--- config.mk ---
export PLATFORM = sky130hd
export DESIGN_NAME = mm256_merge
export DESIGN_NICKNAME = d
export VERILOG_FILES = /design/src/mm256_pkg.sv /design/src/mm256_merge.sv
export SDC_FILE = /design/constraint.sdc
export NUM_CORES = 2
export LEC_CHECK = 0
export BUFFER_PORTS_ARGS = -buffer_cell sky130_fd_sc_hd__buf_2
export CORE_AREA = 3 3 690 692
export DETAILED_ROUTE_END_ITERATION = 10
export DIE_AREA = 0 0 693 695
export PLACE_DENSITY = 0.38
export SETUP_SLACK_MARGIN = 0.5
export SLEW_MARGIN = 0
export SYNTH_ARGS = -nofsm -noshare
export SYNTH_HDL_FRONTEND = slang
export SYNTH_SLANG_ARGS = --single-unit
--- constraint.sdc ---
create_clock -name clk -period 4.5 [get_ports clk]
set_clock_uncertainty 0.1 [all_clocks]
set_input_delay 0.675 -clock clk [delete_from_list [all_inputs] [get_ports clk]]
set_output_delay 0.675 -clock clk [all_outputs]
set_load 0.02 [all_outputs]
--- src/mm256_pkg.sv ---
// ----------------------------------------------------------------------------
// mm256_pkg
// Shared widths, operation codes and control types of the 256-bit multiplier.
// ----------------------------------------------------------------------------
package mm256_pkg;

    localparam int LIMB_W    = 64;
    localparam int NUM_LIMBS = 4;
    localparam int DIGIT_W   = 32;
    localparam int OPND_W    = LIMB_W * NUM_LIMBS;
    localparam int LANE_W    = OPND_W + LIMB_W;
    localparam int PROD_W    = 2 * OPND_W;
    localparam int OP_W      = 3;

    typedef enum logic [OP_W-1:0] {
        OP_MUL_FULL = 3'd0,
        OP_MUL_LOW  = 3'd1,
        OP_SQR_FULL = 3'd2,
        OP_SQR_LOW  = 3'd3,
        OP_MUL_LIMB = 3'd4
    } op_t;

    typedef struct packed {
        logic low_half;
        logic zero;
    } mode_t;

endpackage

--- src/mm256_merge.sv ---
// ----------------------------------------------------------------------------
// mm256_merge
// Merge four lane results into the 512-bit product and apply the mode mask.
// ----------------------------------------------------------------------------
module mm256_merge import mm256_pkg::*; (
    input  logic              clk,
    input  logic              en,
    input  mode_t             mode,
    input  logic [LANE_W-1:0] lane0,
    input  logic [LANE_W-1:0] lane1,
    input  logic [LANE_W-1:0] lane2,
    input  logic [LANE_W-1:0] lane3,
    output logic [PROD_W-1:0] product
);

    localparam int PAIR_W = LANE_W + LIMB_W;

    logic [PAIR_W-1:0] pair0_reg;
    logic [PAIR_W-1:0] pair1_reg;
    mode_t             mode_reg;
    logic [PROD_W-1:0] product_reg;

    logic [PAIR_W-1:0] pair0_next;
    logic [PAIR_W-1:0] pair1_next;
    logic [PROD_W-1:0] sum;
    logic [PROD_W-1:0] product_next;

    always_comb
    begin
        pair0_next = {{LIMB_W{1'b0}}, lane0} + {lane1, {LIMB_W{1'b0}}};
        pair1_next = {{LIMB_W{1'b0}}, lane2} + {lane3, {LIMB_W{1'b0}}};
        sum = {{(PROD_W-PAIR_W){1'b0}}, pair0_reg}
            + {pair1_reg[PROD_W-2*LIMB_W-1:0], {(2*LIMB_W){1'b0}}};
        product_next = sum;
        if (mode_reg.low_half)
        begin
            product_next[PROD_W-1:OPND_W] = '0;
        end
        if (mode_reg.zero)
        begin
            product_next = '0;
        end
    end

    always_ff @(posedge clk)
    begin
        if (en)
        begin
            pair0_reg   <= pair0_next;
            pair1_reg   <= pair1_next;
            mode_reg    <= mode;
            product_reg <= product_next;
        end
    end

    assign product = product_reg;

endmodule

==> flow_summary_export.csv <==
group,metric,value,unit
pwr,switchingPower,24.9,mW
pwr,combPwrFrac,0.505,
sta,fmax,189,MHz
setup_path,criticalPathCategory,"register to register",
status,violations,"setup timing",
setup_path,path_max_fanout,7,
yosys,ys_seq_area_frac,0.367,
pwr,pwr-share-clk,0.222,
detailed_routing,viasPerCell,4.91,
placement,portBuffers,1795,
pwr,p_seq_frac,0.273,
pwr,p_int,36.7,mW
placement,post-place-cells,23680,
yosys,yosysWarnings,0,
pwr,peakVddDrop,256,uV
cells_and_area,largest_reg_flops,512,
sta,fin_ws,-0.780,ns
status,outcome,"finished with violations",
global_routing,grt_pass1_wl,935000,microns
pwr,p_leak,72.2,nW
sta,hold_viol,0,
cts,clk_pin_slew_worst_paths,0.07,ns
detailed_routing,wl,695000,microns
yosys,synth_flop_cell,"edfxtp_1",
cts,cts_tree,"built",
cts,numCtsBuffers,167,
floorplan,ios,1796,
setup_path,crit_path_cell_trace,"ha_4 > buf_4 > nand4_1 > nor3_1 > buf_4 > nand3_1 > or3_4 > a2111o_1 > a2111oi_4 > buf_4 > o2111ai_2 > buf_6 > o211ai_2 > buf_6 > a21o_1 > buf_12 > buf_8 > nand4_1 > buf_6 > or4_1 > nand2_1",
global_routing,overflow,0,
cts,clkSinkCount,1282,
floorplan,start_util,0.223,
yosys,synth_seq_cells,1282,
detailed_routing,wl_per_cell,28.4,microns
global_routing,grt.total_usage,0.275,
yosys,synth_area_leaders,"edfxtp_1 37%, ha_1 9.2%, a21oi_1 7.1%, xnor2_1 5.0%, nor2_1 4.6%",
floorplan,die-area,482000,sq um
yosys,synth_top_area_cell,"edfxtp_1",
cells_and_area,layout.nets,20082,
cts,clockBufferDepth,4,
cells_and_area,seqCellArea,38500,sq um
cts,cts_root_buf,"clkbuf_16",
cells_and_area,area_delta_synth_final,60.0,%
global_routing,grt_pass1_vias,119426,
pwr,power_density,368,nW/um^2
floorplan,die_w,693,microns
yosys,syn_area,105000,sq um
cells_and_area,fin_util,0.356,
global_routing,grt_max_degree,147,
cts,worst_skew_pair.late_latency,0.90,ns
job,cap_violations,0,
cells_and_area,multi_input_area,70200,sq um
setup_path,crit_family,"simple AND/OR/NAND/NOR gates",
sta,min_period,5.28,ns
yosys,synth_area_per_cell,8.60,sq um
detailed_routing,drt_iter0_drc,9304,
setup_path,reg2reg_depth,21,
sta,finalSetupTns,-100.47,ns
sta,slew_headroom,0.193,
setup_path,worst-path-buf-inv,8,
yosys,synthCells,12188,
yosys,yosys.cell_types.count,97,
detailed_routing,post-route-drc-count,0,
detailed_routing,num_vias,119841,
detailed_routing,antenna_left,0,
yosys,post-synth-top-count-cell,"a21oi_1",
yosys,yosys.area.top_type_share,0.367,
yosys,synthTopCellsByCount,"1483 x a21oi_1, 1289 x nor2_1, 1282 x edfxtp_1",
hold_path,whs_path_depth,2,
sta,setup_violations,270,
floorplan,die_h,695,microns
sta,finalCritPeriodShare,1.17,
placement,gp_congestion,0.989,
cells_and_area,final_cells,24431,
cts,htreeDepth,4,
hold_path,worstHoldPathType,"input port to register",
sta,rsz0062_at_grt,"yes",
yosys,synth_fp_nets,14243,
setup_path,cp-end-kind,"register",
setup_path,critPathArrivalTime,5.91,ns
sta,finalMaxSlewViolations,0,
setup_path,crit_required,5.13,ns
detailed_routing,first_pass_iters,6,
global_routing,antenna_found_initial,114,
pwr,p_sw_frac,0.404,
yosys,synth_edf_count,1282,
setup_path,slowest_stage,"edfxtp_1",
sta,tightest_slew,1.21,ns
floorplan,rows,252,
placement,dpl.hpwl,612000,microns
setup_path,cp.depth,21,
yosys,async_reset_ff_frac,0,
floorplan,coreArea,471000,sq um
setup_path,slowest_delay,0.53,ns
setup_path,startpoint_type,"register",
cells_and_area,nFillCells,50158,
cells_and_area,drive_above_1_share,0.402,
layout make-up:
type                    instances  share of cell area
multi-input cells           10008               0.418
clock buffers                 207              0.0262
flip-flops and latches       1282               0.230
diodes                         50            0.000746
inverters                     332             0.00743
repair buffers               6236               0.265
clock inverters                93             0.00579
well taps                    6223              0.0464
power by group through the flow:
stage	clock [mW]	combinational (mW)	sequential [mW]
floorplan	0	11.6	16.7
global placement	0	28.6	17.0
detailed placement	0	28.5	17.0
CTS	14.1	29.9	16.9
global route	14.5	33.1	16.9
finish	13.7	31.1	16.9
through the flow:
step	power [mW]	setup WS, ns	instance area (sq um)	hold WS, ns
after floorplan	28.3	-0.0906	107000	0.409
after global placement	45.6	-2.03	152000	0.411
after detailed placement	45.5	-2.00	152000	0.418
after CTS	60.8	-0.847	162000	0.000674
after global routing	64.4	-0.912	168000	-0.000414
final	61.6	-0.780	168000	0.0838
repair_timing:
item,4_1_cts,5_1_grt
cloned,0,2
hold buffers,180,0
buffers inserted,101,118
hold endpoints to repair,180,0
endpoints found under the setup margin,641,674
resized for setup,539,802
pin swaps,240,403
worst paths after layout:
path | slack [ns] | to | start
min | 0.08 | pair1_reg[344] | lane3[280]
max | -0.78 | product[484] | pair1_reg[85]
max reg2reg | -0.78 | product[484] | pair1_reg[85]
min reg2reg | 0.43 | product[71] | pair0_reg[71]
cell families after synthesis:
family | count (synthesis) | synth area share
compound gates | 3834 | 0.224
xor+xnor | 983 | 0.0822
simple gates | 4418 | 0.201
flops | 1282 | 0.367
buf+inv | 898 | 0.0327
fa+ha+maj | 771 | 0.0923
mux | 2 | 0.000191
cells in the final DEF, fill, tap and decap left out, types with 73 or more instances in the layout:
cell type / synthesis / routed
nor2_1: 1289 / 1222
dlygate4sd3_1: 0 / 180
and3_1: 89 / 87
inv_1: 332 / 331
nor2b_1: 181 / 177
or2_2: 77 / 73
o21ai_0: 813 / 696
o21a_1: 127 / 122
ha_1: 768 / 655
a21oi_2: 5 / 92
ha_4: 0 / 99
nand3_1: 269 / 235
nand4_1: 592 / 592
nor4_1: 129 / 87
buf_4: 6 / 3999
nand2_1: 1177 / 1136
nor3_1: 280 / 236
xnor2_1: 602 / 535
clkbuf_16: 0 / 172
edfxtp_1: 1282 / 1282
buf_6: 0 / 231
o21bai_1: 343 / 333
a21o_1: 473 / 473
xor2_1: 381 / 356
buf_2: 25 / 1763
a21oi_1: 1483 / 1361
routing by layer:
metal  global-route usage  part of all wire  vias up
li1                     -                 -    56953
met1                0.356              0.43    58281
met5                    0          0.000081        -
met3               0.0399             0.054      847
met4                0.117             0.051        8
met2                0.454              0.46     3752
Note: power is estimated with default switching activity, not from simulation.
